File: src/rtl/ssc_pkg.sv
`default_nettype none
// ---------------------------------------------------------------------------
// ssc_pkg: shared types and constants
// Register indexes, widths and the decision record for the change reporter.
// ---------------------------------------------------------------------------
package ssc_pkg;

    localparam int FRACTION_BITS_DEF  = 10;
    localparam int READ_PERIOD_MS_DEF = 5000;
    localparam int VW = 32;

    localparam logic [2:0] REG_SEND_CYCLE = 3'd0;
    localparam logic [2:0] REG_OFFSET     = 3'd1;
    localparam logic [2:0] REG_DIVISOR    = 3'd2;
    localparam logic [2:0] REG_DELTA_PCT  = 3'd3;
    localparam logic [2:0] REG_DELTA_ABS  = 3'd4;
    localparam logic [2:0] REG_RAW_MODE   = 3'd5;

    typedef struct packed {
        logic read_done;
        logic valid;
        logic skip_smooth;
        logic send_base;
    } ssc_decide_t;

endpackage
`default_nettype wire

File: src/rtl/ssc_div.sv
`default_nettype none
// ---------------------------------------------------------------------------
// ssc_div: bit-serial signed divider
// Restoring division, one quotient bit per cycle, truncating toward zero.
// ---------------------------------------------------------------------------
module ssc_div
    import ssc_pkg::*;
(
    input  wire logic                 clk,
    input  wire logic                 rst_n,
    input  wire logic                 start,
    input  wire logic signed [VW:0]   dividend,
    input  wire logic [7:0]           divisor,
    output logic                      done,
    output logic signed [VW:0]        quotient
);
    logic [VW:0]   rem_q_reg, rem_q_next;
    logic [8:0]    part_reg, part_next;
    logic [5:0]    cnt_reg, cnt_next;
    logic          busy_reg, busy_next;
    logic          neg_reg, neg_next;
    logic [7:0]    dvs_reg, dvs_next;
    logic [9:0]    trial;

    always_comb
    begin
        rem_q_next = rem_q_reg;
        part_next  = part_reg;
        cnt_next   = cnt_reg;
        busy_next  = busy_reg;
        neg_next   = neg_reg;
        dvs_next   = dvs_reg;
        done       = 1'b0;
        trial      = {part_reg, rem_q_reg[VW]} - {2'b00, dvs_reg};
        if (start)
        begin
            rem_q_next = dividend[VW] ? (VW+1)'(0) - dividend : dividend;
            part_next  = '0;
            cnt_next   = 6'(VW + 1);
            busy_next  = 1'b1;
            neg_next   = dividend[VW];
            dvs_next   = (divisor == 8'd0) ? 8'd1 : divisor;
        end
        else if (busy_reg)
        begin
            if (!trial[9])
            begin
                part_next  = trial[8:0];
                rem_q_next = {rem_q_reg[VW-1:0], 1'b1};
            end
            else
            begin
                part_next  = {part_reg[7:0], rem_q_reg[VW]};
                rem_q_next = {rem_q_reg[VW-1:0], 1'b0};
            end
            cnt_next = cnt_reg - 6'd1;
            if (cnt_reg == 6'd1)
            begin
                busy_next = 1'b0;
                done      = 1'b1;
            end
        end
    end

    assign quotient = neg_reg ? $signed((VW+1)'(0) - rem_q_next) : $signed(rem_q_next);

    always_ff @(posedge clk or negedge rst_n)
    begin
        if (!rst_n)
        begin
            busy_reg <= 1'b0;
            cnt_reg  <= '0;
        end
        else
        begin
            busy_reg <= busy_next;
            cnt_reg  <= cnt_next;
        end
    end

    always_ff @(posedge clk)
    begin
        rem_q_reg <= rem_q_next;
        part_reg  <= part_next;
        neg_reg   <= neg_next;
        dvs_reg   <= dvs_next;
    end
endmodule
`default_nettype wire

File: src/rtl/sensor_smooth_change_report.sv
`default_nettype none
// An accepted word that takes a valid sample passes through scale, divider
// start, 33 divider steps, the compare states ST_CMP and ST_CMP2 and output.
// A word that takes no sample, or an invalid one, goes straight to output.
// The input is ready only in the idle state; the output state holds the input
// off while the previous result word still waits to be taken.
// Reset: asynchronous active low; configuration registers clear to zero, the
// divisor to one, and kept, sent, send and read stamps clear to zero.
// ---------------------------------------------------------------------------
// sensor_smooth_change_report: smoothing and send-on-delta reporter
// Scales and corrects samples, smooths them and flags timed or delta bus sends.
// ---------------------------------------------------------------------------
module sensor_smooth_change_report
    import ssc_pkg::*;
#(
    parameter int FRACTION_BITS  = FRACTION_BITS_DEF,
    parameter int READ_PERIOD_MS = READ_PERIOD_MS_DEF
)
(
    input  wire logic        clk,
    input  wire logic        rst_n,
    input  wire logic        cfg_we,
    input  wire logic [2:0]  cfg_index,
    input  wire logic [15:0] cfg_data,
    input  wire logic        s_axis_tvalid,
    output logic             s_axis_tready,
    // now_ms[31:0], sample[63:32]
    input  wire logic [63:0] s_axis_tdata,
    // sample_valid[0], force_send[1]
    input  wire logic [1:0]  s_axis_tuser,
    output logic             m_axis_tvalid,
    input  wire logic        m_axis_tready,
    // value_out[31:0]
    output logic [31:0]      m_axis_tdata,
    // read_done[0], value_stored[1], send_now[2]
    output logic [2:0]       m_axis_tuser
);
    typedef enum logic [5:0] {
        ST_IDLE  = 6'b000001,
        ST_SCALE = 6'b000010,
        ST_DIV   = 6'b000100,
        ST_CMP   = 6'b001000,
        ST_CMP2  = 6'b010000,
        ST_OUT   = 6'b100000
    } state_t;

    state_t state_reg, state_next;

    logic [15:0] cyc_reg;
    logic [7:0]  off_reg, div_reg, pct_reg;
    logic [15:0] abs_reg;
    logic        raw_reg;

    logic signed [VW-1:0] kept_reg, sent_reg;
    logic [31:0] send_t_reg, read_t_reg, now_reg;
    logic signed [VW-1:0] smp_reg, v_reg;
    logic signed [VW:0]   diff_reg;
    logic [VW:0]          mag_reg;
    logic        send_reg;
    ssc_decide_t dec_reg;
    logic [2:0]  ou_reg;
    logic [31:0] od_reg;
    logic        ov_reg;
    logic        div_go_reg;

    logic        div_start, div_done;
    logic signed [VW:0] div_q;

    ssc_div u_div (
        .clk      (clk),
        .rst_n    (rst_n),
        .start    (div_start),
        .dividend (diff_reg),
        .divisor  (div_reg),
        .done     (div_done),
        .quotient (div_q)
    );

    // Input-side decision, taken from the word on the port.
    logic [31:0] in_now, st_eff, cyc_ms;
    logic        in_force, due_send, due_read;
    always_comb
    begin
        in_now   = s_axis_tdata[31:0];
        st_eff   = s_axis_tuser[1] ? 32'd0 : send_t_reg;
        in_force = (st_eff == 32'd0);
        cyc_ms   = 32'(cyc_reg) * 32'd1000;
        due_send = in_force || (cyc_ms != 32'd0 && (in_now - st_eff) >= cyc_ms);
        due_read = (in_now - read_t_reg) >= 32'(READ_PERIOD_MS);
    end

    localparam int OFF_W = 8 + FRACTION_BITS;
    logic [OFF_W+3:0] off_num;
    logic [OFF_W+3:0] off_fix;
    logic [63:0]      off_prod;
    logic signed [47:0] scaled, withoff;
    logic signed [VW-1:0] sat1, sat2;
    always_comb
    begin
        off_num  = (OFF_W+4)'({off_reg, {FRACTION_BITS{1'b0}}}) + (OFF_W+4)'(5);
        // Divide by ten through a reciprocal that is exact for any 32-bit value.
        off_prod = 64'(off_num) * 64'h00000000CCCCCCCD;
        off_fix  = (OFF_W+4)'(off_prod >> 35);
        scaled  = raw_reg ? 48'(smp_reg) * 48'sd1000 : 48'(smp_reg);
        if (scaled > 48'sh7FFFFFFF)       sat1 = 32'sh7FFFFFFF;
        else if (scaled < -48'sh80000000) sat1 = 32'sh80000000;
        else                               sat1 = scaled[31:0];
        withoff = 48'(sat1) + 48'(off_fix);
        if (withoff > 48'sh7FFFFFFF) sat2 = 32'sh7FFFFFFF;
        else                          sat2 = withoff[31:0];
    end

    logic [47:0] lhs_pct, rhs_pct, lhs_abs, rhs_abs;
    always_comb
    begin
        lhs_pct = 48'(mag_reg) * 48'd100;
        rhs_pct = 48'(pct_reg) * 48'(sent_reg);
        lhs_abs = 48'(mag_reg) * 48'd10;
        rhs_abs = 48'({abs_reg, {FRACTION_BITS{1'b0}}});
    end

    logic acc_in, acc_out;
    assign acc_in  = s_axis_tvalid && s_axis_tready;
    assign acc_out = m_axis_tvalid && m_axis_tready;
    assign s_axis_tready = (state_reg == ST_IDLE);
    assign m_axis_tvalid = ov_reg;
    assign m_axis_tdata  = od_reg;
    assign m_axis_tuser  = ou_reg;
    // The divider starts once the difference has settled in diff_reg.
    assign div_start = div_go_reg;

    always_comb
    begin
        state_next = state_reg;
        unique case (state_reg)
            ST_IDLE:  if (acc_in)
                      begin
                          if ((due_send || due_read) && s_axis_tuser[0]) state_next = ST_SCALE;
                          else state_next = ST_OUT;
                      end
            ST_SCALE: state_next = ST_DIV;
            ST_DIV:   if (div_done) state_next = ST_CMP;
            ST_CMP:   state_next = ST_CMP2;
            ST_CMP2:  state_next = ST_OUT;
            ST_OUT:   if (!ov_reg || acc_out) state_next = ST_IDLE;
            default:  state_next = ST_IDLE;
        endcase
    end

    always_ff @(posedge clk or negedge rst_n)
    begin
        if (!rst_n)
        begin
            state_reg  <= ST_IDLE;
            cyc_reg    <= '0;
            off_reg    <= '0;
            div_reg    <= 8'd1;
            pct_reg    <= '0;
            abs_reg    <= '0;
            raw_reg    <= 1'b0;
            kept_reg   <= '0;
            sent_reg   <= '0;
            send_t_reg <= '0;
            read_t_reg <= '0;
            ov_reg     <= 1'b0;
            dec_reg    <= '0;
            send_reg   <= 1'b0;
            div_go_reg <= 1'b0;
        end
        else
        begin
            state_reg  <= state_next;
            div_go_reg <= (state_reg == ST_SCALE);
            if (cfg_we)
            begin
                unique case (cfg_index)
                    REG_SEND_CYCLE: cyc_reg <= cfg_data;
                    REG_OFFSET:     off_reg <= cfg_data[7:0];
                    REG_DIVISOR:    div_reg <= cfg_data[7:0];
                    REG_DELTA_PCT:  pct_reg <= cfg_data[7:0];
                    REG_DELTA_ABS:  abs_reg <= cfg_data;
                    REG_RAW_MODE:   raw_reg <= cfg_data[0];
                    default:        ;
                endcase
            end
            if (acc_out && state_reg != ST_OUT) ov_reg <= 1'b0;
            unique case (state_reg)
                ST_IDLE:
                    if (acc_in)
                    begin
                        dec_reg.read_done   <= due_send || due_read;
                        dec_reg.valid       <= s_axis_tuser[0];
                        dec_reg.skip_smooth <= in_force && (kept_reg == '0);
                        dec_reg.send_base   <= due_send;
                        send_t_reg          <= st_eff;
                        if (due_send || due_read) read_t_reg <= in_now;
                    end
                ST_CMP:
                    send_reg <= dec_reg.send_base;
                ST_CMP2:
                begin
                    kept_reg <= v_reg;
                    if (sent_reg > 0 &&
                        ((pct_reg != 8'd0 && lhs_pct >= rhs_pct) ||
                         (abs_reg != 16'd0 && lhs_abs >= rhs_abs)))
                        send_reg <= 1'b1;
                end
                ST_OUT:
                    if (!ov_reg || acc_out)
                    begin
                        ov_reg <= 1'b1;
                        if (dec_reg.read_done && dec_reg.valid && send_reg)
                        begin
                            sent_reg   <= kept_reg;
                            send_t_reg <= (now_reg == 32'd0) ? 32'd1 : now_reg;
                        end
                    end
                default: ;
            endcase
        end
    end

    logic stored;
    assign stored = dec_reg.read_done && dec_reg.valid;

    always_ff @(posedge clk)
    begin
        if (acc_in)
        begin
            now_reg <= s_axis_tdata[31:0];
            smp_reg <= s_axis_tdata[63:32];
        end
        if (state_reg == ST_SCALE)
        begin
            v_reg    <= sat2;
            diff_reg <= (VW+1)'(sat2) - (VW+1)'(kept_reg);
        end
        if (div_done && !dec_reg.skip_smooth)
            v_reg <= VW'((VW+1)'(kept_reg) + div_q);
        if (state_reg == ST_CMP)
        begin
            diff_reg <= (VW+1)'(sent_reg) - (VW+1)'(v_reg);
            mag_reg  <= ((VW+1)'(sent_reg) >= (VW+1)'(v_reg))
                        ? (VW+1)'(sent_reg) - (VW+1)'(v_reg)
                        : (VW+1)'(v_reg) - (VW+1)'(sent_reg);
        end
        if (state_reg == ST_OUT && (!ov_reg || acc_out))
        begin
            od_reg <= stored ? v_reg : 32'd0;
            ou_reg <= {dec_reg.read_done && (stored ? send_reg : 1'b0), stored,
                       dec_reg.read_done};
        end
    end

`ifndef ASSERT_OFF
    a_ready_idle: assert property (@(posedge clk) disable iff (!rst_n)
        s_axis_tready |-> !ov_reg || state_reg == ST_IDLE)
        else $error("ready outside idle");
    a_send_needs_store: assert property (@(posedge clk) disable iff (!rst_n)
        m_axis_tvalid && m_axis_tuser[2] |-> m_axis_tuser[1])
        else $error("send without stored value");
    a_store_needs_read: assert property (@(posedge clk) disable iff (!rst_n)
        m_axis_tvalid && m_axis_tuser[1] |-> m_axis_tuser[0])
        else $error("store without read");
`endif
endmodule
`default_nettype wire
File: config.mk
export PLATFORM = sky130hd
export DESIGN_NAME = sensor_smooth_change_report
export DESIGN_NICKNAME = d
export VERILOG_FILES = /design/src/rtl/ssc_pkg.sv /design/src/rtl/ssc_div.sv /design/src/rtl/sensor_smooth_change_report.sv
export SDC_FILE = /design/constraint.sdc
export NUM_CORES = 2
export LEC_CHECK = 0
export BUFFER_PORTS_ARGS = -buffer_cell sky130_fd_sc_hd__buf_2
export CORE_UTILIZATION = 55
export DETAILED_ROUTE_END_ITERATION = 16
export PLACE_DENSITY = 0.76
export SYNTH_ARGS = -nofsm -noshare
export SYNTH_HDL_FRONTEND = slang
export SYNTH_SLANG_ARGS = --single-unit
File: constraint.sdc
create_clock -name clk -period 17.89 [get_ports clk]
set_clock_uncertainty 0.2 [all_clocks]
set_input_delay 5.367 -clock clk [delete_from_list [all_inputs] [get_ports clk]]
set_output_delay 5.367 -clock clk [all_outputs]
set_load 0.02 [all_outputs]
==> results.tsv <==
metric	value	unit
post-route-worst-setup-slack	4.34	ns
vias_per_cell	5.93	
netlist_area_pre_place	58900	um^2
critical_path_fanout_max	31	
synthesis.yosys.warnings	0	
timing.setup.critical_path_class	register to register	
type_of_element_launching_the_critical_path	register	
critical_path_stages	48	
cts_made_buffers	49	
post_synth_most_frequent_cells	inv_1, ha_1, nand2_1, fa_1, a21oi_1	
timing.hold.worst.class	register to register	
number_of_design_rule_violations_left_by_the_first_detailed_router_iteration	3633	
fmax	73.8	MHz
use_met1	0.386	
finalCoreUtilization	0.590	
largest_cells_by_area_after_synthesis	ha_1, fa_1, edfxtp_1, dfrtp_1, inv_1	
grt_first_pass_wirelength	254000	um
gr-max-usage-layer	met2	
detail_route.first_pass.iterations	8	
seq_area_frac_synth	0.207	
drt_wl_total	160000	um
crit_required	18.06	ns
worstReg2RegEnd	diff_reg[28]	
max_stage_delay	0.79	ns
maximum_number_of_pins_on_one_net_before_global_route_repair	92	
mappedNetlistNets	7990	
detail_route.drc_violations	0	
route.detailed.wl_per_inst	19.8	um
num_io_pins	127	
vias_in_the_first_global_route	47073	
buffer_ports.inserted	126	
crit_slowest_cell	a2111oi_0	
async_flop_share	0.453	
finalNetCount	7968	
grt.met3_usage	0.0347	
cts-resized-gates	0	
period_minus_slack	13.55	ns
clock-root-buffer	clkbuf_16	
dp_worst_setup_slack	4.68	ns
timing.reg2reg.worst_path_depth	48	
worstSkewPairLatency	0.65	ns
crit_path_start	smp_reg[13]	
timing.reg2reg.setup_slack	4.34	ns
antenna_violations_before_repair	12	
synth_cells	6661	
cp_data_arrival_time	13.71	ns
design.core.area	106000	um^2
hold_viol	0	
std_cell_rows	119	
timing.setup.tns	0	ns
timing.critical_path.buf_inv	8	
synthMostInstantiatedCell	inv_1	
path_clk_slew	0.07	ns
r2r-start	smp_reg[13]	
crit_end_category	register	
maxCapViolations	0	
synth_cell_types	110	
die_area	108000	um^2
worstHoldPathCells	0	
cts_tree	built	
synth-edff-count	207	
setup_repair_after_global_routing_missed_its_margin	false	
timing.hold.worst.start	div_reg[7]	
ff_latch_count_synth	453	
globalRouteTotalUtil	0.294	
timing.hold.worst_endpoint	u_div.dvs_reg[7]	
clock_sinks	453	
syn-mean-instance-area	8.84	um^2
synth_top_area_frac	0.172	
dr_total_vias	47899	
run_status	finished, violations left	
fp.dieH	329	um
final_antenna_net_count	1	
violations_in_the_final_reports	antenna rules	
setup_viol	0	
overflow	0	
ctsHoldBuffers	0	
worst_pin_slew	1.31	ns
floorplan.initialDensity	0.557	
post-cts-setup-buffer-count	0	
postSynth.topFlopCell	edfxtp_1	
final-max-slew-violation-count	0	
critical-path-top-delay-family	compound AO/OA/AOI/OAI gates	
slew_headroom	0.116	
syn2layout_area_growth	5.95	%
synth_top_area_cell	ha_1	
htreeDepth	2	
min_period_over_period	0.757	
post_route_cells_drive_above_1_share	0.0608	
filler_cell_count	9286	
post-dp-hpwl	130000	um
groute.layer.met2.usage	0.495	
floorplan.die.width	329	um
clockBufferDepth	3	
gpl.final_weighted_congestion	0.983	
## how the worst max path moves through the flow
stage                               to
final                     diff_reg[28]
after global routing      diff_reg[28]
after CTS                 diff_reg[28]
after detailed placement  diff_reg[28]
after global placement    diff_reg[28]
after floorplan           diff_reg[28]
## final cells by class
| cell class | instances | area [um^2] | share of cell area |
|---|---|---|---|
| Tap cell | 1391 | 1740 | 0.0279 |
| Inverter | 1076 | 4040 | 0.0648 |
| Sequential cell | 453 | 12200 | 0.195 |
| Clock buffer | 65 | 1410 | 0.0226 |
| Antenna cell | 13 | 32.5 | 0.000522 |
| Multi-Input combinational cell | 4902 | 41800 | 0.671 |
| Clock inverter | 27 | 270 | 0.00433 |
| Timing Repair Buffer | 157 | 873 | 0.0140 |
## per-layer routing
metal	vias up	share of wire	wire length (um)
li1	22781	-	-
met4	4	0.042	6780
met2	1572	0.47	75600
met5	-	0.00017	27
met1	23244	0.42	67700
met3	298	0.064	10300
## worst reg2reg max path: cells and delay by family, from the launching register on
family	cells	cell delay, ns
simple gates	7	1.10
flops	1	0.50
xor+xnor	1	0.15
mux	1	0.09
fa+ha+maj	8	3.27
buf+inv	8	1.34
compound gates	23	6.65
## placed cells by master (no fill, tap or decap), types with 31 or more instances in the layout
cell type and instances:
a211oi_1 70, a21o_1 158, a21oi_1 383, a22o_1 33, a31oi_1 52, and2_1 178
and3_1 71, buf_2 125, buf_4 31, clkbuf_16 52, dfrtp_1 200, dfxtp_1 41
edfxtp_1 207, fa_1 429, ha_1 810, inv_1 1073, mux2_2 58, mux2i_1 60
nand2_1 453, nand2b_1 103, nand3_1 79, nand4_1 53, nor2_1 300, nor2b_1 92
nor3_1 106, nor4_1 66, o211ai_1 40, o21a_1 84, o21ai_0 342, o21bai_1 33
o31ai_1 32, or2_2 33, xnor2_1 224, xor2_1 135
## stage by stage
stage          hold WS [ns]  cells  area (um^2)
2_1_floorplan         0.250   6661        58900
3_3_place_gp          0.255   7979        60700
3_5_place_dp          0.259   7979        60700
4_1_cts               0.271   8071        62300
5_1_grt               0.286   8072        62300
6_report              0.271   8084        62400
## kinds of logic (layout without fill, tap and decap cells)
kind of cell,after synthesis,in the layout,share of synthesized area
DFF,453,453,0.207
muxes,148,148,0.0271
AOI/OAI and AO/OA,1489,1489,0.166
other,0,13,0
and+or+nand+nor,1667,1667,0.145
xor gates and xnor gates,359,359,0.0534
buffers and inverters,1306,1325,0.0841
adders and majority gates,1239,1239,0.318
Power is left out: the tool's default activity adds up to more than one toggle a clock period on the data nets, which glitch-free logic cannot reach.
